File: config.mk
export PLATFORM = sky130hd
export DESIGN_NAME = http_chunked_body_decoder
export DESIGN_NICKNAME = d
export VERILOG_FILES = /design/src/rtl/hcbd_pkg.sv /design/src/rtl/hcbd_parser.sv /design/src/rtl/hcbd_out_reg.sv /design/src/rtl/http_chunked_body_decoder.sv
export VERILOG_INCLUDE_DIRS = /design/src /design/src/rtl
export SDC_FILE = /design/constraint.sdc
export NUM_CORES = 1
export LEC_CHECK = 0
export BUFFER_PORTS_ARGS = -buffer_cell sky130_fd_sc_hd__buf_4
export CORE_ASPECT_RATIO = 2
export CORE_MARGIN = 2
export CORE_UTILIZATION = 50
export DETAILED_ROUTE_END_ITERATION = 8
export GPL_TIMING_DRIVEN = 0
export PLACE_DENSITY = 0.7
export SLEW_MARGIN = 0
export SYNTH_ARGS = -nofsm -noshare
export SYNTH_HDL_FRONTEND = slang
export SYNTH_SLANG_ARGS = --single-unit
File: constraint.sdc
create_clock -name clk -period 4.19 [get_ports clk]
set_input_delay 0.838 -clock clk [delete_from_list [all_inputs] [get_ports clk]]
set_output_delay 0.838 -clock clk [all_outputs]
set_load 0.005 [all_outputs]
File: src/rtl/http_chunked_body_decoder_assert.svh
// Assertion macros used by the chunked body decoder parser.
`ifndef HTTP_CHUNKED_BODY_DECODER_ASSERT_SVH
`define HTTP_CHUNKED_BODY_DECODER_ASSERT_SVH
`ifndef SYNTHESIS
`define HCBD_ASSERT(lbl, prop, msg) \
	lbl: assert property (@(posedge clk) disable iff (!arst_n) prop) else $error(msg);
`define HCBD_NEVER(lbl, expr, msg) \
	`HCBD_ASSERT(lbl, !(expr), msg)
`else
`define HCBD_ASSERT(lbl, prop, msg)
`define HCBD_NEVER(lbl, expr, msg)
`endif
`endif

File: src/rtl/hcbd_pkg.sv
// Shared types, character codes and helpers for the chunked body decoder.
`timescale 1ns / 1ps
`default_nettype none
package hcbd_pkg;

	localparam logic [7:0] CHAR_CR  = 8'h0D;
	localparam logic [7:0] CHAR_LF  = 8'h0A;
	localparam logic [7:0] CHAR_SP  = 8'h20;
	localparam logic [7:0] CHAR_TAB = 8'h09;

	typedef struct packed {
		logic [7:0] payload_byte;
		logic       byte_valid;
		logic       message_end;
		logic       format_error;
	} hcbd_result_t;

	typedef struct packed {
		logic         emit;
		hcbd_result_t res;
	} hcbd_step_t;

	// Returns {is_hex, value}.
	function automatic logic [4:0] hex_decode(input logic [7:0] c);
		logic [4:0] r;
		r = 5'd0;
		if (c >= 8'h30 && c <= 8'h39) begin
			r = {1'b1, c[3:0]};
		end else if ((c >= 8'h61 && c <= 8'h66) || (c >= 8'h41 && c <= 8'h46)) begin
			r = {1'b1, c[3:0] + 4'd9};
		end
		return r;
	endfunction

endpackage
`default_nettype wire

File: src/rtl/hcbd_parser.sv
// Size line parser, payload counter and trailer skipper for one byte per step.
`timescale 1ns / 1ps
`default_nettype none
`include "http_chunked_body_decoder_assert.svh"
module hcbd_parser import hcbd_pkg::*; #(
	parameter int SIZE_BITS = 32
) (
	input  wire logic             clk,
	input  wire logic             arst_n,
	input  wire logic             step_en,
	input  wire logic [7:0]       data_byte,
	input  wire logic             message_start,
	output hcbd_step_t            step
);

	typedef enum logic [2:0] {
		PH_SIZE,
		PH_PAYLOAD,
		PH_SKIP,
		PH_TRAILER,
		PH_DONE,
		PH_ERROR
	} phase_t;

	localparam logic [1:0] SKIP_LEN = 2'd2;

	phase_t               phase_q, ph, phase_d;
	logic [SIZE_BITS-1:0] chunk_q, chunk, chunk_d;
	logic                 digit_seen_q, ds, ds_d;
	logic                 digits_closed_q, dc, dc_d;
	logic                 cr_pending_q, cr, cr_d;
	logic [1:0]           skip_q, sk, sk_d;
	logic [4:0]           hex;

	always_comb begin
		ph    = phase_q;
		chunk = chunk_q;
		ds    = digit_seen_q;
		dc    = digits_closed_q;
		cr    = cr_pending_q;
		sk    = skip_q;
		if (message_start) begin
			ph    = PH_SIZE;
			chunk = '0;
			ds    = 1'b0;
			dc    = 1'b0;
			cr    = 1'b0;
			sk    = 2'd0;
		end
		phase_d = ph;
		chunk_d = chunk;
		ds_d    = ds;
		dc_d    = dc;
		cr_d    = cr;
		sk_d    = sk;
		step    = '0;
		hex     = hex_decode(data_byte);
		unique case (ph)
			PH_SIZE: begin
				if (cr && data_byte == CHAR_LF) begin
					cr_d = 1'b0;
					if (!ds) begin
						phase_d                = PH_ERROR;
						step.emit              = 1'b1;
						step.res.format_error  = 1'b1;
					end else begin
						ds_d = 1'b0;
						dc_d = 1'b0;
						if (chunk == '0) begin
							phase_d = PH_TRAILER;
							sk_d    = SKIP_LEN;
						end else begin
							phase_d = PH_PAYLOAD;
						end
					end
				end else begin
					cr_d = (data_byte == CHAR_CR);
					if (dc) begin
						dc_d = 1'b1;
					end else if (!ds && (data_byte == CHAR_SP || data_byte == CHAR_TAB)) begin
						ds_d = 1'b0;
					end else if (!hex[4]) begin
						dc_d = 1'b1;
					end else if (chunk[SIZE_BITS-1 -: 4] != 4'd0) begin
						phase_d               = PH_ERROR;
						step.emit             = 1'b1;
						step.res.format_error = 1'b1;
					end else begin
						chunk_d = {chunk[SIZE_BITS-5:0], hex[3:0]};
						ds_d    = 1'b1;
					end
				end
			end
			PH_PAYLOAD: begin
				chunk_d                = chunk - SIZE_BITS'(1);
				step.emit              = 1'b1;
				step.res.payload_byte  = data_byte;
				step.res.byte_valid    = 1'b1;
				if (chunk_d == '0) begin
					phase_d = PH_SKIP;
					sk_d    = SKIP_LEN;
				end
			end
			PH_SKIP: begin
				sk_d = sk - 2'd1;
				if (sk_d == 2'd0) begin
					phase_d = PH_SIZE;
					chunk_d = '0;
					ds_d    = 1'b0;
					dc_d    = 1'b0;
					cr_d    = 1'b0;
				end
			end
			PH_TRAILER: begin
				sk_d = sk - 2'd1;
				if (sk_d == 2'd0) begin
					phase_d              = PH_DONE;
					step.emit            = 1'b1;
					step.res.message_end = 1'b1;
				end
			end
			default: begin
				phase_d = ph;
			end
		endcase
	end

	always_ff @(posedge clk or negedge arst_n) begin
		if (!arst_n) begin
			phase_q         <= PH_SIZE;
			chunk_q         <= '0;
			digit_seen_q    <= 1'b0;
			digits_closed_q <= 1'b0;
			cr_pending_q    <= 1'b0;
			skip_q          <= 2'd0;
		end else if (step_en) begin
			phase_q         <= phase_d;
			chunk_q         <= chunk_d;
			digit_seen_q    <= ds_d;
			digits_closed_q <= dc_d;
			cr_pending_q    <= cr_d;
			skip_q          <= sk_d;
		end
	end

	`HCBD_ASSERT(a_one_flag, (step.emit |-> $onehot({step.res.byte_valid, step.res.message_end, step.res.format_error})), "result carries other than one flag")
	`HCBD_ASSERT(a_err_sticks, ((step_en && step.res.format_error) |=> (phase_q == PH_ERROR)), "format error did not enter error phase")
	`HCBD_ASSERT(a_quiet_end, ((step_en && !message_start && (phase_q == PH_DONE || phase_q == PH_ERROR)) |-> !step.emit), "result after end or error")
	`HCBD_NEVER(a_skip_range, (skip_q == 2'd3), "skip count out of range")

endmodule
`default_nettype wire

File: src/rtl/hcbd_out_reg.sv
// Result register in front of the master-side stream.
`timescale 1ns / 1ps
`default_nettype none
module hcbd_out_reg import hcbd_pkg::*; (
	input  wire logic   clk,
	input  wire logic   arst_n,
	input  wire logic   load,
	input  hcbd_result_t res_in,
	output logic        free,
	output logic        m_tvalid,
	input  wire logic   m_tready,
	output hcbd_result_t res_s2
);

	logic valid_s2;

	assign free     = !valid_s2 || m_tready;
	assign m_tvalid = valid_s2;

	always_ff @(posedge clk or negedge arst_n) begin
		if (!arst_n) begin
			valid_s2 <= 1'b0;
		end else if (free) begin
			valid_s2 <= load;
		end
	end

	always_ff @(posedge clk) begin
		if (free && load) begin
			res_s2 <= res_in;
		end
	end

endmodule
`default_nettype wire

File: src/rtl/http_chunked_body_decoder.sv
// Top level of the HTTP chunked transfer body decoder.
// Usage:
//   The body arrives on the s_axis channel one byte per transfer; tuser bit 0 marks the
//   first byte of a new body and restarts the parser before that byte is taken.
//   Results leave on the m_axis channel: a decoded payload byte, the end marker after the
//   terminating zero-size chunk and its two trailing bytes, or a format error for a size
//   line without hex digits or a size that does not fit in SIZE_BITS bits.
//   Bytes that only steer the parser (size lines, line ends, trailer) produce no transfer.
//   After an end marker or an error all bytes are dropped until the next start mark.
//   Throughput is one byte per cycle while the receiver does not stall, set by the single
//   parse step between the input register and the result register.
//   When the receiver stalls, the result register holds its transfer and the input
//   register fills, after which s_axis_tready drops; nothing is lost.
//   Reset clears both registers and returns the parser to the start of a size line.
`timescale 1ns / 1ps
`default_nettype none
module http_chunked_body_decoder import hcbd_pkg::*; #(
	parameter int SIZE_BITS = 32
) (
	input  wire logic       clk,
	input  wire logic       arst_n,
	input  wire logic       s_axis_tvalid,
	output logic            s_axis_tready,
	input  wire logic [7:0] s_axis_tdata,  // [7:0] data_byte
	input  wire logic [0:0] s_axis_tuser,  // [0] message_start
	output logic            m_axis_tvalid,
	input  wire logic       m_axis_tready,
	output logic [7:0]      m_axis_tdata,  // [7:0] payload_byte
	output logic [2:0]      m_axis_tuser   // [0] byte_valid, [1] message_end, [2] format_error
);

	logic         valid_s1;
	logic [7:0]   data_s1;
	logic         start_s1;
	logic         out_free;
	logic         advance;
	hcbd_step_t   step;
	hcbd_result_t res_s2;

	assign advance       = valid_s1 && out_free;
	assign s_axis_tready = !valid_s1 || out_free;

	always_ff @(posedge clk or negedge arst_n) begin
		if (!arst_n) begin
			valid_s1 <= 1'b0;
		end else if (s_axis_tready) begin
			valid_s1 <= s_axis_tvalid;
		end
	end

	always_ff @(posedge clk) begin
		if (s_axis_tvalid && s_axis_tready) begin
			data_s1  <= s_axis_tdata;
			start_s1 <= s_axis_tuser[0];
		end
	end

	hcbd_parser #(
		.SIZE_BITS(SIZE_BITS)
	) u_parser (
		.clk          (clk),
		.arst_n       (arst_n),
		.step_en      (advance),
		.data_byte    (data_s1),
		.message_start(start_s1),
		.step         (step)
	);

	hcbd_out_reg u_out (
		.clk     (clk),
		.arst_n  (arst_n),
		.load    (advance && step.emit),
		.res_in  (step.res),
		.free    (out_free),
		.m_tvalid(m_axis_tvalid),
		.m_tready(m_axis_tready),
		.res_s2  (res_s2)
	);

	assign m_axis_tdata = res_s2.payload_byte;
	assign m_axis_tuser = {res_s2.format_error, res_s2.message_end, res_s2.byte_valid};

endmodule
`default_nettype wire
; After elaboration in Yosys (flattened, before gate mapping)
; Index checks and enable logic that the tools add are counted.
[op_classes]
add_sub_neg = 3
order_cmp = 6
n_eq_ne = 7
n_mux = 57
n_reduce_logical = 22
[ops]
columns = cell, n
row1 = $mux W32, 7
row2 = $pmux W32 S3, 1
row3 = $logic_not A32 Y1, 2
row4 = $sub A32 B1 Y32 const B, 1
row5 = $mux W3, 10
row6 = $mux W1, 25
row7 = $eq A8 B4 Y1 const B, 3
row8 = $ge A8 B7 Y1 const B, 2
row9 = $le A8 B7 Y1 const B, 2
row10 = $mux W2, 6
row11 = $pmux W3 S4, 1
row12 = $mux W5, 2
row13 = $logic_and A1 B1 Y1, 9
row14 = $eq A8 B6 Y1 const B, 1
row15 = $ge A8 B6 Y1 const B, 1
row16 = $le A8 B6 Y1 const B, 1
row17 = $eq A3 B2 Y1 const B, 2
row18 = $pmux W1 S2, 3
row19 = $pmux W2 S3, 1
row20 = $add A4 B4 Y4 const B, 1
row21 = $logic_or A1 B1 Y1, 4
row22 = $reduce_bool A4 Y1, 1
row23 = $eq A3 B1 Y1 const B, 1
row24 = $logic_not A1 Y1, 3
row25 = other kinds (5), 5
[word_totals]
regBits = 62
output_inout_bits = 13
word_cells = 109

; Logic depth before layout (Yosys ltp)
[logic_depth]
word_depth = 12
depth_mapped = 15
depth_no_buf = 11

; Cells and area by module
; From an unflattened synthesis, not the netlist that was laid out.
[unflattened]
hier_cells = 537
hier_area_um2 = 4485.6
[by_module_without_submodules]
columns = module, instances, cells_per_inst, area_each_um2, seq_area_each_um2
row1 = hcbd_parser, 1, 507, 3764.9, 1001.0
row2 = hcbd_out_reg, 1, 15, 384.1, 355.3
row3 = http_chunked_body_decoder, 1, 15, 336.6, 295.3

; Least setup slack after synthesis
; OpenSTA, ideal clock, no wires.
[synth_path]
kind = reg2reg
from = register start_s1
to = register u_parser.phase_q[0]
arrival_ps = 3940
setup_slack_ps = 120
path_stages_with_launch = 15
n_path_buf = 4
period_less_slack_ps = 4070
cell_sequence = edfxtp_1 clkbuf_1 inv_1 clkbuf_1 buf_1 nand2_1 ha_1 buf_2 or3b_1 o31a_1 a221oi_1 nand4_1 or4_1 or4_4 o41a_1
[synth_via]
elab_chain_len = 8
[synth_lines]
columns = element, line
row1 = from (decl), http_chunked_body_decoder.sv:34  ; logic start_s1;
row2 = from (signal assigned), http_chunked_body_decoder.sv:54  ; start_s1 <= s_axis_tuser[0];
row3 = branches (longest 7 deep; another with $sub A32 B1 Y32), --
row4 = $pmux W3 S4 (*), hcbd_parser.sv:58  ; unique case (ph)
row5 = to (signal assigned), hcbd_parser.sv:137  ; phase_q <= phase_d;
row6 = to (decl), hcbd_parser.sv:27  ; phase_t phase_q, ph, phase_d;
; Mark *: on every way between the ends.
; A chain may end at the register's enable or synchronous reset.

; Final worst setup path
[layout_path]
from = register data_s1[0]
to = register u_parser.chunk_q[8]
[layout_via]
elab_chain_len = 10
[layout_lines]
columns = element, line
row1 = from (decl), http_chunked_body_decoder.sv:33  ; logic [7:0] data_s1;
row2 = from (signal assigned), http_chunked_body_decoder.sv:53  ; data_s1 <= s_axis_tdata;
row3 = $ge A8 B7 Y1 / $le A8 B7 Y1 (equally long branches), hcbd_pkg.sv:29  ; end else if ((c >= 8'h61 && c <= 8'h66) || (c >= 8'h41 && c <= 8'h46)) begin
row4 = $logic_and A1 B1 Y1, hcbd_pkg.sv:29
row5 = $logic_or A1 B1 Y1, hcbd_pkg.sv:29
row6 = $mux W5, hcbd_pkg.sv:29
row7 = $mux W5, hcbd_pkg.sv:27  ; if (c >= 8'h30 && c <= 8'h39) begin
row8 = $mux W32, hcbd_parser.sv:82  ; end else if (!hex[4]) begin
row9 = $mux W32, hcbd_parser.sv:80  ; end else if (!ds && (data_byte == CHAR_SP || data_byte == CHAR_TAB)) begin
row10 = $mux W32, hcbd_parser.sv:78  ; if (dc) begin
row11 = $mux W32 (*), hcbd_parser.sv:60  ; if (cr && data_byte == CHAR_LF) begin
row12 = $pmux W32 S3 (*), hcbd_parser.sv:58
row13 = to (signal assigned), hcbd_parser.sv:138  ; chunk_q <= chunk_d;
row14 = to (decl), hcbd_parser.sv:28  ; logic [SIZE_BITS-1:0] chunk_q, chunk, chunk_d;
; Every way passes the cells marked *; elsewhere a longest branch is shown, timed or not.

==> impl_metrics.csv <==
group,metric,value,unit
synthesis,synth_nets,609,
synthesis,synth_edf_count,20,
worst_setup_path,crit_slowest_cell,"a2111oi_2",
synthesis,async_reset_ff_share,67.7,%
routing,drt-initial-drc-count,784,
routing,finalWirelength,18.8,mm
die,fp.dieW,73.4,um
worst_setup_path,crit_required,4.43,ns
synthesis,synth_most_common_cell,"nand2_1",
global_routing,use_met1,40.6,%
finish,drive_gt1_share,15.4,%
run_status,status,"finished clean",
synthesis,synth_seq_cells,62,
synthesis,netlist_area,4810,um2
die,start_util,51.3,%
clock_network,clockRootBuffer,"clkbuf_16",
global_routing,grt_pass1_vias,5139,
sta,whs,0.491,ns
clock_network,clockBufferDepth,2,
worst_setup_path,reg2reg_to,"u_parser.chunk_q[8]",
sta,relSlewSlack,29.2,%
sta,max_freq,242,MHz
worst_setup_path,r2r_cells,9,
sta,period_needed,4.13,ns
clock_network,clk_pin_slew,0.06,ns
worst_setup_path,crit_path_cell_trace,"inv_1 -> ha_1 -> o21bai_1 -> a2111oi_2 -> o2111ai_1 -> nor2_1 -> a221o_1 -> nor2_1 -> o21ai_0",
pwr,fin_total_pwr,2870,uW
placement,place_congestion,1.05,
synthesis,syn_area_per_cell,8.19,um2
synthesis,yosysTopAreaCell,"dfrtp_1",
routing,drc_errors,0,
worst_setup_path,setup.worst_path.end_class,"flop",
sta,slew_violations,0,
placement,dp_hpwl,13.5,mm
worst_setup_path,worst-setup-path-type,"flop to flop",
worst_setup_path,crit_path_max_fanout,10,
run,maxCapViolations,0,
finish,num-nets-final,646,
global_routing,grt.met2_usage,61.5,%
placement,port_buffers,25,
global_routing,busiest_layer,"met2",
sta,skew,0.00691,ns
worst_setup_path,r2r-start,"data_s1[0]",
global_routing,grt_overflow,0,
synthesis,seq_area_frac_synth,34.3,%
sta,rsz0062_at_grt,"no",
routing,viasPerCell,7.26,
worst_setup_path,max_stage_delay,0.97,ns
die,die-height,143,um
worst_setup_path,r2r_slack,0.06,ns
synthesis,synth_commonest_cells,"nand2_1 (60), o21ai_0 (57), nor2_1 (52)",
sta,hold_viol,0,
pwr,ir_drop,0.310,mV
finish,diodes,0,
die,io_pins,26,
worst_setup_path,cp_common_cell,"nor2_1",
sta,post-route-period-util,98.5,%
routing,antenna_left,0,
clock_network,numCtsBuffers,9,
routing,num_vias,5327,
pwr,p_leak,0.00220,uW
die,rows,50,
placement,pre_cts_slack,-1.28,ns
die,core,9380,um2
worst_hold_path,hold_class,"input pin to asynchronous set/reset pin",
finish,area_growth_syn_to_layout,15.1,%
clock_network,cts_tree,"done",
global_routing,grt.total_usage,37.6,%
sta,tightest_slew,1.06,ns
global_routing,use_met3,7.55,%
routing,dr.pass1.iters,6,
sta,setup_violations,0,
clock_network,clkLatencyLatePin,0.34,ns
finish,fin_util,59.0,%
routing,drt-wirelength-per-cell,25.6,um
global_routing,grt_max_degree,43,
global_routing,antenna_found_initial,0,
clock_network,htree_levels,3,
pwr,power_density,519,nW/um2
synthesis,yosys_warnings,0,
worst_setup_path,worstPathArrival,4.37,ns
synthesis,synth_cell_types,79,
synthesis,netlist_top_cells_area,"dfrtp_1 (22%), edfxtp_1 (12%), o21ai_0 (5.9%)",
clock_network,cts_num_sinks,62,
synthesis,yosysTopAreaCellShare,21.8,%
sta,finalWorstSetupSlack,0.0616,ns
synthesis,synth_cells,588,
worst_setup_path,start_kind,"flop",
synthesis,synth_flop_cell,"dfrtp_1",
die,die_area,10500,um2
global_routing,grt_pass1_wl,29.0,mm
sta,fin_setup_tns,0,ns
## layout make-up
class / instances / area (um2)
multi-input cells: 459 / 2930
well taps: 104 / 130
clock buffers: 9 / 225
clock inverters: 7 / 97.6
fillers: 860 / 3850
repair buffers: 29 / 218
inverters: 18 / 70.1
flip-flops and latches: 62 / 1650
plain buffers: 46 / 211
## registers in the layout (all words and copies together) (netlist names)
signal and flops:
u_parser.chunk_q 32, u_out.res_s2 11, u_parser.skip_q 2, valid_s1 1, u_parser.digits_closed_q 1, u_parser.digit_seen_q 1
data_s1 8, start_s1 1, u_out.m_tvalid 1, u_parser.phase_q 3, u_parser.cr_pending_q 1
## placed cells by master (no fill, tap or decap), types with 11 or more instances in the layout
cell type   n
nand2_1    58
o21ai_0    57
nor2_1     52
dfrtp_1    42
a21oi_1    31
buf_4      30
clkbuf_1   26
nand3_1    21
nor3_1     20
edfxtp_1   20
inv_1      17
nor4_1     13
buf_2      11
## power breakdown
group / total (uW) / internal, uW / leakage, uW / switching, uW
Combinational: 1250 / 415 / 0.00130 / 839
Sequential: 798 / 706 / 0.000757 / 92.2
Clock: 822 / 522 / 0.000152 / 300
## metal layers
metal,vias up,share of wire [%]
met2,386,49
met3,138,8.3
met5,-,0
li1,2299,-
met1,2504,34
met4,0,9.5
## cell families after synthesis
logic type	synth area share (%)
and+or+nand+nor	26.3
DFF	34.3
buffers and inverters	5.64
adders and majority gates	2.08
AOI/OAI and AO/OA	27.8
muxes	1.07
xor gates and xnor gates	2.73
## worst max-delay path by stage
stage          startpoint                   end  cells after the start
2_1_floorplan    start_s1   u_parser.phase_q[0]                     14
3_3_place_gp     start_s1  u_parser.chunk_q[29]                     13
3_5_place_dp     start_s1  u_parser.chunk_q[29]                     13
4_1_cts          start_s1   u_parser.phase_q[0]                     13
5_1_grt        data_s1[0]   u_parser.chunk_q[8]                      9
6_report       data_s1[0]   u_parser.chunk_q[8]                      9
## metrics by stage
step,std cells,area [um2]
finish,734,5540
CTS,735,5510
detailed placement,718,5140
floorplan,588,4810
global route,734,5540
global placement,717,5130
## worst max-delay path, delay by kind of cell (launching register included)
family | cells | cell delay [ns]
fa+ha+maj | 1 | 0.24
simple gates | 2 | 1.00
buf+inv | 1 | 0.18
flops | 1 | 0.43
compound gates | 5 | 2.17
## timing repair
action	4_1_cts	5_1_grt
hold buffers	0	0
buffers inserted	2	1
cloned	0	0
pin swaps	1	2
endpoints found under the setup margin	52	17
resized for setup	15	11
(Power assumes the default switching activity.)
